<file path="src/rtl/core/sdht_pkg.sv">
// Shared types and constants for the scheduled dual hysteresis thermostat.
package sdht_pkg;

  // Week schedule geometry
  localparam int HOURS_PER_DAY   = 24;
  localparam int WEEK_HOURS      = 168;
  localparam int SCHED_WORD_W    = 56;
  localparam int WEEK_IDX_W      = 8;
  localparam int LAST_DAY        = 6;
  localparam int LAST_HOUR       = 23;

  // Field widths
  localparam int CFG_INDEX_W     = 3;
  localparam int CFG_DATA_W      = SCHED_WORD_W;
  localparam int TANK_SET_W      = 7;
  localparam int TANK_BAND_W     = 6;
  localparam int ROOM_SET_W      = 15;
  localparam int ROOM_BAND_W     = 11;
  localparam int DAY_W           = 3;
  localparam int HOUR_W          = 5;
  localparam int TANK_TEMP_W     = 9;
  localparam int ROOM_TEMP_W     = 15;
  localparam int MODE_W          = 2;
  // Widths of the threshold sums, one bit of headroom over the operands
  localparam int TANK_CMP_W      = 10;
  localparam int ROOM_CMP_W      = 16;

  // Configuration register indexes
  localparam logic [CFG_INDEX_W-1:0] CFG_TANK_SETPOINT = 3'd0;
  localparam logic [CFG_INDEX_W-1:0] CFG_TANK_BAND     = 3'd1;
  localparam logic [CFG_INDEX_W-1:0] CFG_ROOM_SETPOINT = 3'd2;
  localparam logic [CFG_INDEX_W-1:0] CFG_ROOM_BAND     = 3'd3;
  localparam logic [CFG_INDEX_W-1:0] CFG_SCHED_LOW     = 3'd4;
  localparam logic [CFG_INDEX_W-1:0] CFG_SCHED_MID     = 3'd5;
  localparam logic [CFG_INDEX_W-1:0] CFG_SCHED_HIGH    = 3'd6;

  // Operation codes
  localparam logic OP_EVALUATE = 1'b0;
  localparam logic OP_SET_MODE = 1'b1;

  // Hot water modes
  localparam logic [MODE_W-1:0] MODE_SCHEDULE = 2'd0;
  localparam logic [MODE_W-1:0] MODE_ONCE     = 2'd1;
  localparam logic [MODE_W-1:0] MODE_ON       = 2'd2;
  localparam logic [MODE_W-1:0] MODE_OFF      = 2'd3;

  // Reset values of the configuration registers
  localparam logic [TANK_SET_W-1:0]         TANK_SET_RST  = 7'd40;
  localparam logic [TANK_BAND_W-1:0]        TANK_BAND_RST = 6'd4;
  localparam logic signed [ROOM_SET_W-1:0]  ROOM_SET_RST  = 15'sd500;
  localparam logic [ROOM_BAND_W-1:0]        ROOM_BAND_RST = 11'd20;
  localparam logic [SCHED_WORD_W-1:0]       SCHED_RST     = {SCHED_WORD_W{1'b1}};

  typedef struct packed {
    logic [TANK_SET_W-1:0]        tank_setpoint;
    logic [TANK_BAND_W-1:0]       tank_band;
    logic signed [ROOM_SET_W-1:0] room_setpoint;
    logic [ROOM_BAND_W-1:0]       room_band;
    logic [WEEK_HOURS-1:0]        schedule;
  } cfg_t;

  typedef struct packed {
    logic                          operation;
    logic [DAY_W-1:0]              day_of_week;
    logic [HOUR_W-1:0]             hour_of_day;
    logic signed [TANK_TEMP_W-1:0] tank_temperature;
    logic signed [ROOM_TEMP_W-1:0] room_temperature;
    logic [MODE_W-1:0]             new_mode;
  } item_t;

  typedef struct packed {
    logic              water_demand;
    logic              heat_demand;
    logic              auto_active;
    logic              last_schedule_bit;
    logic [MODE_W-1:0] water_mode;
  } state_t;

  typedef struct packed {
    logic              heater_on;
    logic              water_heat_on;
    logic              heater_changed;
    logic [MODE_W-1:0] mode_now;
    logic              auto_program;
  } result_t;

endpackage

</file>
<file path="src/rtl/core/scheduled_dual_hysteresis_thermostat.sv">
// Top level: input register, control step, result register and state.
//
//   channel  direction  handshake            payload
//   in       input      in_valid / in_stall  operation .. new_mode
//   out      output     out_valid/ out_stall heater_on .. auto_program
//   cfg      input      cfg_valid/ cfg_ready cfg_index, cfg_data
//
// One item per cycle unless a stall holds it; each item is held in the input
// register and its result moves into the result register when that has room.
// The step logic between them reads and updates the control state in one pass.
// Reset (rst, synchronous) empties both registers and loads the reset state.
// A stalled result holds; the input register still takes an item while empty.
module scheduled_dual_hysteresis_thermostat import sdht_pkg::*; (
  input  logic                          clk,
  input  logic                          rst,
  input  logic                          in_valid,
  output logic                          in_stall,
  input  logic                          operation,
  input  logic [DAY_W-1:0]              day_of_week,
  input  logic [HOUR_W-1:0]             hour_of_day,
  input  logic signed [TANK_TEMP_W-1:0] tank_temperature,
  input  logic signed [ROOM_TEMP_W-1:0] room_temperature,
  input  logic [MODE_W-1:0]             new_mode,
  output logic                          out_valid,
  input  logic                          out_stall,
  output logic                          heater_on,
  output logic                          water_heat_on,
  output logic                          heater_changed,
  output logic [MODE_W-1:0]             mode_now,
  output logic                          auto_program,
  input  logic                          cfg_valid,
  output logic                          cfg_ready,
  input  logic [CFG_INDEX_W-1:0]        cfg_index,
  input  logic [CFG_DATA_W-1:0]         cfg_data
);

  cfg_t    cfg;
  item_t   item;
  logic    item_valid;
  state_t  state;
  state_t  state_next;
  result_t step_result;
  result_t result;
  logic    out_free;
  logic    advance;

  assign cfg_ready = 1'b1;

  sdht_cfg u_cfg (
    .clk      (clk),
    .rst      (rst),
    .wr_en    (cfg_valid && cfg_ready),
    .wr_index (cfg_index),
    .wr_data  (cfg_data),
    .cfg      (cfg)
  );

  // Move the held item on when the result register has room
  assign out_free = !out_valid || !out_stall;
  assign advance  = item_valid && out_free;
  assign in_stall = item_valid && !out_free;

  // Hold the input item
  always_ff @(posedge clk) begin
    if (rst) begin
      item_valid <= 1'b0;
    end else if (!in_stall) begin
      item_valid <= in_valid;
    end
  end

  always_ff @(posedge clk) begin
    if (in_valid && !in_stall) begin
      item.operation        <= operation;
      item.day_of_week      <= day_of_week;
      item.hour_of_day      <= hour_of_day;
      item.tank_temperature <= tank_temperature;
      item.room_temperature <= room_temperature;
      item.new_mode         <= new_mode;
    end
  end

  sdht_step u_step (
    .cfg        (cfg),
    .item       (item),
    .state      (state),
    .state_next (state_next),
    .result     (step_result)
  );

  // Commit the control state as each item passes
  always_ff @(posedge clk) begin
    if (rst) begin
      state.water_demand      <= 1'b0;
      state.heat_demand       <= 1'b0;
      state.auto_active       <= 1'b0;
      state.last_schedule_bit <= 1'b1;
      state.water_mode        <= MODE_OFF;
    end else if (advance) begin
      state <= state_next;
    end
  end

  // Hold the result until taken
  always_ff @(posedge clk) begin
    if (rst) begin
      out_valid <= 1'b0;
    end else if (out_free) begin
      out_valid <= item_valid;
    end
  end

  always_ff @(posedge clk) begin
    if (advance) begin
      result <= step_result;
    end
  end

  assign heater_on      = result.heater_on;
  assign water_heat_on  = result.water_heat_on;
  assign heater_changed = result.heater_changed;
  assign mode_now       = result.mode_now;
  assign auto_program   = result.auto_program;

endmodule

</file>
<file path="src/rtl/core/sdht_cfg.sv">
// Configuration register bank: setpoints, bands and the weekly schedule.
module sdht_cfg import sdht_pkg::*; (
  input  logic                   clk,
  input  logic                   rst,
  input  logic                   wr_en,
  input  logic [CFG_INDEX_W-1:0] wr_index,
  input  logic [CFG_DATA_W-1:0]  wr_data,
  output cfg_t                   cfg
);

  logic [TANK_SET_W-1:0]        tank_setpoint;
  logic [TANK_BAND_W-1:0]       tank_band;
  logic signed [ROOM_SET_W-1:0] room_setpoint;
  logic [ROOM_BAND_W-1:0]       room_band;
  logic [SCHED_WORD_W-1:0]      sched_low;
  logic [SCHED_WORD_W-1:0]      sched_mid;
  logic [SCHED_WORD_W-1:0]      sched_high;

  // Load the addressed register; writes past the list are dropped
  always_ff @(posedge clk) begin
    if (rst) begin
      tank_setpoint <= TANK_SET_RST;
      tank_band     <= TANK_BAND_RST;
      room_setpoint <= ROOM_SET_RST;
      room_band     <= ROOM_BAND_RST;
      sched_low     <= SCHED_RST;
      sched_mid     <= SCHED_RST;
      sched_high    <= SCHED_RST;
    end else if (wr_en) begin
      unique case (wr_index)
        CFG_TANK_SETPOINT: tank_setpoint <= wr_data[TANK_SET_W-1:0];
        CFG_TANK_BAND:     tank_band     <= wr_data[TANK_BAND_W-1:0];
        CFG_ROOM_SETPOINT: room_setpoint <= wr_data[ROOM_SET_W-1:0];
        CFG_ROOM_BAND:     room_band     <= wr_data[ROOM_BAND_W-1:0];
        CFG_SCHED_LOW:     sched_low     <= wr_data;
        CFG_SCHED_MID:     sched_mid     <= wr_data;
        CFG_SCHED_HIGH:    sched_high    <= wr_data;
        default: ;
      endcase
    end
  end

  // Present the registers, with the schedule as one week-hour vector
  assign cfg = '{
    tank_setpoint: tank_setpoint,
    tank_band:     tank_band,
    room_setpoint: room_setpoint,
    room_band:     room_band,
    schedule:      {sched_high, sched_mid, sched_low}
  };

endmodule

</file>
<file path="src/rtl/core/sdht_step.sv">
// Control step: schedule edge, hot water and room hysteresis for one item.
module sdht_step import sdht_pkg::*; (
  input  cfg_t    cfg,
  input  item_t   item,
  input  state_t  state,
  output state_t  state_next,
  output result_t result
);

  logic [WEEK_IDX_W-1:0]        week_hour;
  logic                         time_ok;
  logic                         sched_bit;
  logic                         water_en;
  logic                         changed;
  logic signed [TANK_CMP_W-1:0] tank_t;
  logic signed [TANK_CMP_W-1:0] tank_lo;
  logic signed [TANK_CMP_W-1:0] tank_hi;
  logic signed [ROOM_CMP_W-1:0] room_t;
  logic signed [ROOM_CMP_W-1:0] room_lo;
  logic signed [ROOM_CMP_W-1:0] room_hi;

  // Locate the week hour and read its schedule bit
  assign week_hour = WEEK_IDX_W'(item.day_of_week) * WEEK_IDX_W'(HOURS_PER_DAY)
                   + WEEK_IDX_W'(item.hour_of_day);
  assign time_ok   = (item.day_of_week <= DAY_W'(LAST_DAY))
                  && (item.hour_of_day <= HOUR_W'(LAST_HOUR));
  assign sched_bit = cfg.schedule[week_hour];

  // Build hysteresis thresholds
  assign tank_t  = TANK_CMP_W'(item.tank_temperature);
  assign tank_lo = $signed({3'b000, cfg.tank_setpoint}) - $signed({4'b0000, cfg.tank_band});
  assign tank_hi = $signed({3'b000, cfg.tank_setpoint}) + $signed({4'b0000, cfg.tank_band});
  assign room_t  = ROOM_CMP_W'(item.room_temperature);
  assign room_lo = ROOM_CMP_W'(cfg.room_setpoint) - $signed({5'b00000, cfg.room_band});
  assign room_hi = ROOM_CMP_W'(cfg.room_setpoint) + $signed({5'b00000, cfg.room_band});

  // Advance the state
  always_comb begin
    state_next = state;
    changed    = 1'b0;
    water_en   = 1'b0;
    if (item.operation == OP_SET_MODE) begin
      state_next.water_mode = item.new_mode;
    end else begin
      // Schedule edge sets or clears auto program and drops the one-shot mode
      if (time_ok) begin
        if (sched_bit != state.last_schedule_bit) begin
          state_next.auto_active       = sched_bit;
          state_next.last_schedule_bit = sched_bit;
          if (state.water_mode == MODE_ONCE) begin
            state_next.water_mode = MODE_SCHEDULE;
          end
        end
      end

      water_en = (state_next.auto_active || state_next.water_mode == MODE_ONCE
                  || state_next.water_mode == MODE_ON)
              && (state_next.water_mode != MODE_OFF);
      if (!water_en) begin
        state_next.water_demand = 1'b0;
      end else if (!state.water_demand && (tank_t < tank_lo)) begin
        state_next.water_demand = 1'b1;
      end else if (state.water_demand && (tank_t > tank_hi)) begin
        state_next.water_demand = 1'b0;
      end

      if (state.heat_demand && (room_hi < room_t)) begin
        state_next.heat_demand = 1'b0;
        changed                = 1'b1;
      end else if (!state.heat_demand && (room_t < room_lo)) begin
        state_next.heat_demand = 1'b1;
        changed                = 1'b1;
      end
    end
  end

  // Report the state after this step
  assign result.heater_on      = state_next.heat_demand;
  assign result.water_heat_on  = state_next.water_demand;
  assign result.heater_changed = changed;
  assign result.mode_now       = state_next.water_mode;
  assign result.auto_program   = state_next.auto_active;

endmodule
</file>
<file path="config.mk">
export PLATFORM = sky130hd
export DESIGN_NAME = scheduled_dual_hysteresis_thermostat
export DESIGN_NICKNAME = d
export VERILOG_FILES = /design/src/rtl/core/sdht_pkg.sv /design/src/rtl/core/scheduled_dual_hysteresis_thermostat.sv /design/src/rtl/core/sdht_cfg.sv /design/src/rtl/core/sdht_step.sv
export SDC_FILE = /design/constraint.sdc
export NUM_CORES = 1
export LEC_CHECK = 0
export CAP_MARGIN = 40
export CORE_MARGIN = 4
export CORE_UTILIZATION = 51
export DETAILED_ROUTE_END_ITERATION = 8
export DONT_BUFFER_PORTS = 1
export HOLD_SLACK_MARGIN = 0.03
export PLACE_DENSITY = 0.67
export SLEW_MARGIN = 20
export SYNTH_ARGS = -nofsm -noshare
export SYNTH_HDL_FRONTEND = slang
export SYNTH_HIERARCHICAL = 1
export SYNTH_SLANG_ARGS = --single-unit
export TNS_END_PERCENT = 1
</file>
<file path="constraint.sdc">
create_clock -name clk -period 10.8 [get_ports clk]
set_clock_uncertainty 0.2 [all_clocks]
set_input_delay 0.54 -clock clk [delete_from_list [all_inputs] [get_ports clk]]
set_output_delay 0.54 -clock clk [all_outputs]
set_load 0.03 [all_outputs]
</file>
======== Word level (Yosys, flattened, before mapping) ========
Cells that the tools add are included.
cells by class
  add/sub/neg operators ................... 5
  multiply operators ...................... 1
  $lt $le $gt $ge ......................... 7
  eq/ne operators ......................... 11
  mux-type cells .......................... 15
  bitwise gates (word level) .............. 1
  reductions and logical operators ........ 29
operator list
  cell                   count
  $add A15 B12 Y16       1
  $lt A15 B16 Y1         1
  $lt A16 B15 Y1         1
  $mux W4                4
  $sub A15 B12 Y16       1
  $reduce_and A2 Y1      7
  $eq A3 B3 Y1 const B   3
  $gt A9 B9 Y1           1
  $logic_and A1 B1 Y1    9
  $lt A8 B9 Y1 const B   1
  $lt A9 B8 Y1           1
  $add A7 B6 Y8          1
  $add A8 B5 Y8          1
  $bmux W1 S8            1
  $mux W1                8
  $sub A7 B6 Y8          1
  $eq A3 B2 Y1 const B   2
  $logic_not A1 Y1       6
  $le A5 B5 Y1 const B   1
  $mul A3 B2 Y5 const B  1
  $eq A2 B1 Y1 const B   2
  $mux W2                2
  $reduce_and A4 Y1      1
  $reduce_bool A2 Y1     2
  8 further kinds        10
storage, ports and cells
  register bits ........................... 256
  bits of input ports ..................... 99
  output and inout port bits .............. 9
  word-level logic and storage cells ...... 94

======== Logic depth before layout (Yosys ltp) ========
Gate-level depths: netlist of run 1.
  depth in word-level cells ............... 14
  gate-level depth with buffers ........... 24
  gate-level depth less buffers ........... 23

======== Cells and area by module ========
The synthesis of run 1 kept the hierarchy.
by module, submodules not included
  module                                times used  cells each  area an instance (µm²)
  sdht_cfg                              1           756         7756.2
  sdht_step                             1           556         4790.8
  scheduled_dual_hysteresis_thermostat  1           79          1580.3

======== Worst setup path after synthesis of run 1 ========
No wires, ideal clock.
  path kind ............................... register to register
  start ................................... register u_cfg.room_band[0]
  end ..................................... register state[4] (netlist name)
  library setup time ...................... 0.120 ns
  arrival ................................. 3.960 ns
  data required time ...................... 10.480 ns
  slack ................................... 6.520 ns
  cell stages (with the launch flop) ...... 23
  buffers on the path ..................... 1
  period minus slack after synthesis ...... 4.280 ns
  path through ............................ dfxtp_1 ha_1 inv_1 fa_1 o21bai_1 a21o_1 a21oi_1 o21bai_1 a21oi_1 o41ai_1 nor2_1 xnor2_1 ha_1 nand4_1 a211oi_1 o31a_1 a311o_1 mux2_2 o21ai_0 a21oi_1 buf_4 nand2b_1 mux2i_1
RTL lines
  element                 line            RTL
  from (decl)             sdht_cfg.sv:14  logic [ROOM_BAND_W-1:0] room_band;
  from (signal assigned)  sdht_cfg.sv:34  CFG_ROOM_BAND: room_band <= wr_data[ROOM_BAND_W-1:0];

==> summary.md, run 1 <==
| Metric | Value |
|---|---|
| Commonest cells in the netlist | nor2_1 (278), mux2i_1 (221), dfxtp_1 (215), ha_1 (87), inv_1 (70) |
| Distinct cells, synth | 77 |
| Rel. slew slack | 48.08% |
| Crit path max-delay family | compound AO/OA/AOI/OAI gates |
| Leakage | 6.985 nW |
| Htree depth | 1 |
| Clk slew on worst S/H paths | 0.06 ns |
| Arrival time at the worst endpoint | 4.81 ns |
| Peak supply drop | 124.1 uV |
| Post-CTS setup buffer count | 0 |
| Vias per cell | about 5.5 |
| First-pass GRT wire length | around 55000 um |
| Most frequent CP cell | a21oi_1 |
| Hold Fails Final Rpt | 0 |
| R2R depth | 19 |
| Hold Path Cell Cnt | 2 |
| Most numerous cell in the Yosys netlist | nor2_1 |
| Primary FF master, synth | dfxtp_1 |
| Core Footprint | 27100 um^2 |
| Layout cells sized above 1 | 7.671% |
| Slew Limit Fails | 0 |
| I/O pin cnt | 108 |
| Fin area | between 15000 and 20000 um^2 |
| Netlist Area Pre-Place | 14130 um^2 |
| Pre-Repair DR Iteration Count | 5 |
| Slowest-stage cell, CP | o41ai_1 |
| Setup TNS | 0 ns |
| Worst-path cell chain | ha_1 -> inv_1 -> fa_1 -> o21bai_1 -> a21o_1 -> a21oi_1 -> o21bai_1 -> a21oi_1 -> o41ai_1 -> nor2_1 -> xnor2_1 -> ha_1 -> nand4_1 -> a211oi_1 -> o31a_1 -> a311o_1 -> mux2_2 -> o21ai_0 -> a21oi_1 |
| Initial drt markers | 626 |
| Total GRT Usage | 21.95% |
| GP Congestion | approximately 0.86 |
| Routed WL | 34020 um |
| CP Data Required Time | about 11 ns |
| CTS buffer count | 28 |
| CTS hold repair buffers | 105 |
| Placed inst area | 14190 um^2 |
| PortBufs | 0 |
| Hold_ws | 0.05107 ns |
| Most area-consuming cells after synthesis | dfxtp_1 (30%), mux2i_1 (16%), edfxtp_1 (8.7%), ha_1 (7.7%), nor2_1 (7.4%) |
| Finish-stage setup viols | 0 |
| Clock Path Buffers | 3 |
| DR WL/cell | approximately 18 um |
| Hold Path Class | in -> reg |
| Vias in the first global route | 10.25k |
| Fin crit period | 4.736 ns |
| Worst setup path class | reg -> reg |
| Starting Density | a little over half |
| P per Cell Area | 141.3 nW/um^2 |
| Clk sinks | 256 |
| Max FO, Critical Path | 5 |
| Die Height | 174.4 um |
| Clk Latency, worst-skew pair | 0.55 ns |
| RSZ-0062 raised after global routing | false |
| Largest net degree at the start of global routing | around 120 |
| Worst slew pin tran | between 0.7 and 0.8 ns |
| Area grow syn2layout | 15.02% |
| Site row count | 60 |
| CP Buf/Inv Count | 1 |
| Syn_nets | approximately 1.6k |
| Antenna violation net count after detailed routing | 0 |
| Total grt overflow | 0 |
| Fin nets | around 1.6k |
| CTS tree | yes |
| Seq/Total Area, Yosys | 39.18% |
| Yosys top cell area share | 30.47% |
| Post-layout util | 59.96% |
| Fmax | around 210 MHz |
| Crit path depth | 19 |
| MaxCap Viol Count | 0 |
| Crit start category | register |
| Yosys warnings | 6 |
| Final Cycle Share | 43.85% |
| Post-DP HPWL | 21510 um |
| # DRC | 0 |
| Max stage delay on crit path | 0.64 ns |
| Die area | between 30000 and 40000 um^2 |
| Ys async rst share | 0% |
| CTS resizes | 0 |
| Syn avg cell area | 10.16 um^2 |
| Mapped Cells | about 1.4k |
| Number of enable flip-flop cells after synthesis | 41 |
| Crit. End Element | register |
| Status | completed |
| FF+latch count, synth | 256 |
| Root Driver | clkbuf_16 |
| Die Wd | 174.4 um |
| Vias | 10.15k |
| Antenna violations before repair | 2 |
| Cell taking the most area after synthesis | dfxtp_1 |
## power breakdown
part	switching, W	total, W	internal (W)	leakage, nW
logic	0.000168	0.000311	0.000143	4.37
registers	0.0000216	0.00102	0.000998	2.15
clock network	0.000400	0.000965	0.000565	0.467
## state kept, by name, indices dropped and copies added (netlist names)
| register | flops |
|---|---|
| state | 6 |
| u_cfg/tank_band | 6 |
| heater_on | 1 |
| item_valid | 1 |
| u_cfg/sched_low | 56 |
| heater_changed | 1 |
| item | 35 |
| u_cfg/room_setpoint | 15 |
| out_valid | 1 |
| u_cfg/sched_high | 56 |
| mode_now | 2 |
| u_cfg/tank_setpoint | 7 |
| u_cfg/sched_mid | 56 |
| u_cfg/room_band | 11 |
| auto_program | 1 |
| water_heat_on | 1 |
## cell usage in the layout, fill, tap and decap left out, types with 6 or more instances in the layout
cell	instances
a21o_1	9
a21oi_1	38
buf_4	6
clkbuf_1	6
clkbuf_16	28
clkbuf_8	9
dfxtp_1	215
dlygate4sd3_1	101
edfxtp_1	41
fa_1	6
ha_1	87
inv_1	70
mux2i_1	221
mux4_1	12
mux4_2	28
nand2_1	33
nand2b_1	58
nand3_1	16
nor2_1	277
nor2b_1	11
nor3_1	14
o21a_1	9
o21ai_0	20
o21bai_1	11
xnor2_1	27
xor2_1	8
## cell families after synthesis
group	after synthesis	synth area share [%]
flops	256	39.18
xor+xnor	36	2.285
compound gates	134	6.634
mux	265	22.67
buf+inv	157	6.014
simple gates	449	14.63
other cells	1	0.02654
fa+ha+maj	93	8.555
## cell type report
class / count / area [um^2]
clock buffer: 43 / 847.1
fill: 2281 / 10850
antenna: 1 / 2.502
tap: 372 / 465.4
timing repair buffer: 117 / 1272
multi-input combinational: 978 / 7754
inverter: 71 / 280.3
clock inverter: 8 / 92.59
sequential: 256 / 5535
## worst paths after layout
check,startpoint,end,slack [ns]
min,cfg_index[2],u_cfg/tank_setpoint[4],0.05
max reg2reg,u_cfg/room_band[0],heater_on,6.06
max,u_cfg/room_band[0],heater_on,6.06
min reg2reg,u_cfg/room_setpoint[0],u_cfg/room_setpoint[0],0.30
## through the flow
step / cells / power (W) / worst slack, ns
2_1_floorplan: 1391 / 0.001259 / 6.520
3_3_place_gp: 1683 / 0.001286 / 6.208
6_report: 1846 / 0.002297 / 6.064
5_1_grt: 1846 / 0.002390 / 5.622
3_5_place_dp: 1688 / 0.001294 / 6.173
4_1_cts: 1844 / 0.002311 / 6.076
## metal layers
layer	share of wire (%)	GRT usage, %
met1	47	30.36
met4	1.7	4.157
met2	47	37.04
met5	0	0
met3	4.2	3.197
Note: power is estimated with default switching activity, not from simulation.
==> run 2: changes to the inputs <==
--- a/config.mk
+++ b/config.mk
@@ -11,7 +11,7 @@
 export DETAILED_ROUTE_END_ITERATION = 8
 export DONT_BUFFER_PORTS = 1
 export HOLD_SLACK_MARGIN = 0.03
-export PLACE_DENSITY = 0.67
+export PLACE_DENSITY = 0.7
 export SLEW_MARGIN = 20
 export SYNTH_ARGS = -nofsm -noshare
 export SYNTH_HDL_FRONTEND = slang
==> constraint.sdc (replaced) <==
create_clock -name clk -period 4.05 [get_ports clk]
set_clock_uncertainty 0.2 [all_clocks]
set_input_delay 0.2025 -clock clk [delete_from_list [all_inputs] [get_ports clk]]
set_output_delay 0.2025 -clock clk [all_outputs]
set_load 0.03 [all_outputs]
==> run 2 against run 1 <==
The run now ends with setup timing left. Clock power grew to 2.7 times the previous value. Total power grew to 2.7 times the previous value. Critical path depth up 1. Non-clock buffer count increased by 111. Sequential cell count is the same. Sequential share of layout area shrank 2.2 points. Count of clock-buffer cells in the layout is 1 lower. First-iteration DRC count rose by 25%. Critical path type unchanged. Critical endpoint unchanged. Largest cell class unchanged.
==> summary.md, run 2 (same netlist as run 1, synthesis figures left out) <==
| Metric | Value |
|---|---|
| Status | finished, violations left (was completed) |
| Failing checks | setup timing |
| Hold Path Class | in -> reg (unchanged) |
| Worst hold endpoint | u_cfg/room_band[1] (was u_cfg/tank_setpoint[4]) |
| Worst slew pin tran | 0.8424 ns (was 0.7687 ns) |
| Arrival time at the worst endpoint | 4.18 ns (was 4.81 ns) |
| Clk sinks | 256 (unchanged) |
| Hold Path Cell Cnt | 2 (unchanged) |
| Slowest-stage cell, CP | dfxtp_4 (was o41ai_1) |
| Most frequent cells in the layout | nor2_1 (276), mux2i_1 (221), dfxtp_1 (212) (was nor2_1 (277), mux2i_1 (221), dfxtp_1 (215)) |
| Top flop regs | u_cfg/sched_high (56), u_cfg/sched_low (56), u_cfg/sched_mid (56) (unchanged) |
| Dpl ws | -0.2030 ns (was 6.173 ns) |
| Vias per cell | 5.489 (was 5.500) |
| Most frequent CP cell | a21oi_2 (was a21oi_1) |
| Final setup margin | -0.04647 ns (was 6.064 ns) |
| Routed WL | 35120 um (was 34020 um) |
| Hold Fails Final Rpt | 0 (unchanged) |
| Fill count | 2100 (was 2281) |
| First-pass GRT wire length | 56840 um (was 54900 um) |
| Vias | 10.77k (was 10.15k) |
| Total grt overflow | 0 (unchanged) |
| Initial drt markers | 782 (was 626) |
| Fin nets | 1756 (was 1644) |
| Fmax | 244.1 MHz (was 211.1 MHz) |
| Max stage delay on crit path | 0.36 ns (was 0.64 ns) |
| CTS buffer count | 29 (was 28) |
| Pre-Repair DR Iteration Count | 6 (was 5) |
| # DRC | 0 (unchanged) |
| Leakage | 7.502 nW (was 6.985 nW) |
| Antenna violations before repair | 3 (was 2) |
| Htree depth | 1 (unchanged) |
| Worst-path cell chain | ha_4 -> inv_2 -> fa_2 -> o21bai_1 -> a21o_1 -> a21oi_2 -> o21bai_2 -> a21oi_2 -> o41ai_2 -> buf_4 -> nor2_4 -> xnor2_2 -> ha_1 -> nand4_1 -> a211oi_2 -> o31a_1 -> a311o_1 -> mux2_4 -> o21ai_2 -> a21oi_2 (was ha_1 -> inv_1 -> fa_1 -> o21bai_1 -> a21o_1 -> a21oi_1 -> o21bai_1 -> a21oi_1 -> o41ai_1 -> nor2_1 -> xnor2_1 -> ha_1 -> nand4_1 -> a211oi_1 -> o31a_1 -> a311o_1 -> mux2_2 -> o21ai_0 -> a21oi_1) |
| Clock Path Buffers | 3 (unchanged) |
| R2R depth | 20 (was 19) |
| MaxCap Viol Count | 0 (unchanged) |
| RSZ-0062 raised after global routing | true (was false) |
| CP startpoint | u_cfg/room_setpoint[0] (was u_cfg/room_band[0]) |
| Max FO, Critical Path | 5 (unchanged) |
| Clk Latency, worst-skew pair | 0.56 ns (was 0.55 ns) |
| Crit start category | register (unchanged) |
| Final Cycle Share | 101.1% (was 43.85%) |
| Final Non-Filler Cells | 1962 (was 1846) |
| PortBufs | 0 (unchanged) |
| Post-DP HPWL | 22590 um (was 21510 um) |
| Die Height | 174.4 um (unchanged) |
| Die area | 30430 um^2 (unchanged) |
| R2r setup slk | -0.05 ns (was 6.06 ns) |
| Peak supply drop | 346.8 uV (was 124.1 uV) |
| Clk slew on worst S/H paths | 0.06 ns (about the same) |
| Root Driver | clkbuf_16 (unchanged) |
| Slew Limit Fails | 0 (unchanged) |
| Starting Density | 52.13% (unchanged) |
| Finish-stage setup viols | 2 (was 0) |
| Site row count | 60 (unchanged) |
| GP Congestion | 0.9056 (was 0.8583) |
| I/O pin cnt | 108 (unchanged) |
| Most common cell after layout, fill and taps aside | nor2_1 (unchanged) |
| Crit. End Element | register (unchanged) |
| Reg-to-reg endpoint | heater_on (unchanged) |
| DR WL/cell | 17.90 um (was 18.43 um) |
| CP Data Required Time | 4.14 ns (was 10.88 ns) |
| Layout cells sized above 1 | 10.52% (was 7.671%) |
| Worst setup path class | reg -> reg (unchanged) |
| Area grow syn2layout | 23.12% (was 15.02%) |
| Total GRT Usage | 22.51% (was 21.95%) |
| Reg-to-Reg Start | u_cfg/room_setpoint[0] (was u_cfg/room_band[0]) |
| Vias in the first global route | 11.12k (was 10.25k) |
| Placed Cells | 1720 (was 1688) |
| Die Wd | 174.4 um (unchanged) |
| P per Cell Area | 359.8 nW/um^2 (was 141.3 nW/um^2) |
| Antenna violation net count after detailed routing | 0 (unchanged) |
| Core Footprint | 27100 um^2 (unchanged) |
| Hold_sp | cfg_index[0] (was cfg_index[2]) |
| Fin crit period | 4.096 ns (was 4.736 ns) |
| Largest net degree at the start of global routing | 218 (was 122) |
| Rel. slew slack | 43.84% (was 48.08%) |
| CTS tree | yes (unchanged) |
## run 2: changes by cell type in the layout (fill, tap and decap cells not counted), sizes merged
cell         change
clkinvlp         +1
clkbuf           -2
diode            +2
dlygate4sd3     +80
clkinv           +1
inv              +1
bufinv           +1
buf             +32
## run 2: worst max-delay path by stage
stage               depth (start not counted)        end
global placement                           22   state[4]
global route                               22   state[4]
detailed placement                         22   state[4]
floorplan                                  22   state[4]
CTS                                        23   state[4]
finish                                     20  heater_on
## run 2: per-stage QoR
step,TNS (ns),total power [W],area [um^2],hold WS (ns),utilization (%)
after floorplan,0,0.003362,14170,0.1014,-
after global placement,-0.04161,0.003466,14390,0.1014,53.10
after detailed placement,-0.4208,0.003488,14480,0.1014,53.43
after CTS,-0.1459,0.006262,17300,0.03688,63.83
after global routing,-0.8511,0.006501,17390,0.06052,64.18
final,-0.09056,0.006258,17390,0.06877,64.18
## run 2: area by class of cell
type	count	area (um^2)	share of cell area [%]
antenna	3	7.507	0.04316
inverter	71	280.3	1.611
tap	372	465.4	2.676
multi-input combinational	978	7858	45.18
timing repair buffer	228	2278	13.10
sequential	256	5544	31.88
clock buffer	42	844.6	4.856
clock inverter	12	115.1	0.6618
## run 2: critical path, delay by kind of cell, from the launching register on
kind	cells	cell delay, ns
xor gates and xnor gates	1	0.15
buffers and inverters	2	0.25
and+or+nand+nor	2	0.14
AOI/OAI and AO/OA	11	1.61
muxes	1	0.32
adders and majority gates	3	0.81
DFF	1	0.36
## run 2: what timing repair did
action,CTS,global route
resized for setup,5,16
endpoints found under the hold margin,289,0
pin swaps,3,0
gates cloned,0,0
setup buffers,1,0
hold buffers,182,0
endpoints found under the setup margin,3,4
## run 2: power breakdown
group	switching [W]	total (W)	internal, W
registers	0.0000659	0.00273	0.00266
logic	0.000457	0.000895	0.000438
clock network	0.00107	0.00264	0.00157
total	0.00159	0.00626	0.00467
## run 2: metal layers
layer,vias up,GRT usage (%),part of all wire [%]
li1,5194,-,-
met1,5234,29.31,44
met2,278,38.95,49
met3,63,3.197,4.8
met4,0,6.697,2.9
met5,-,0,0
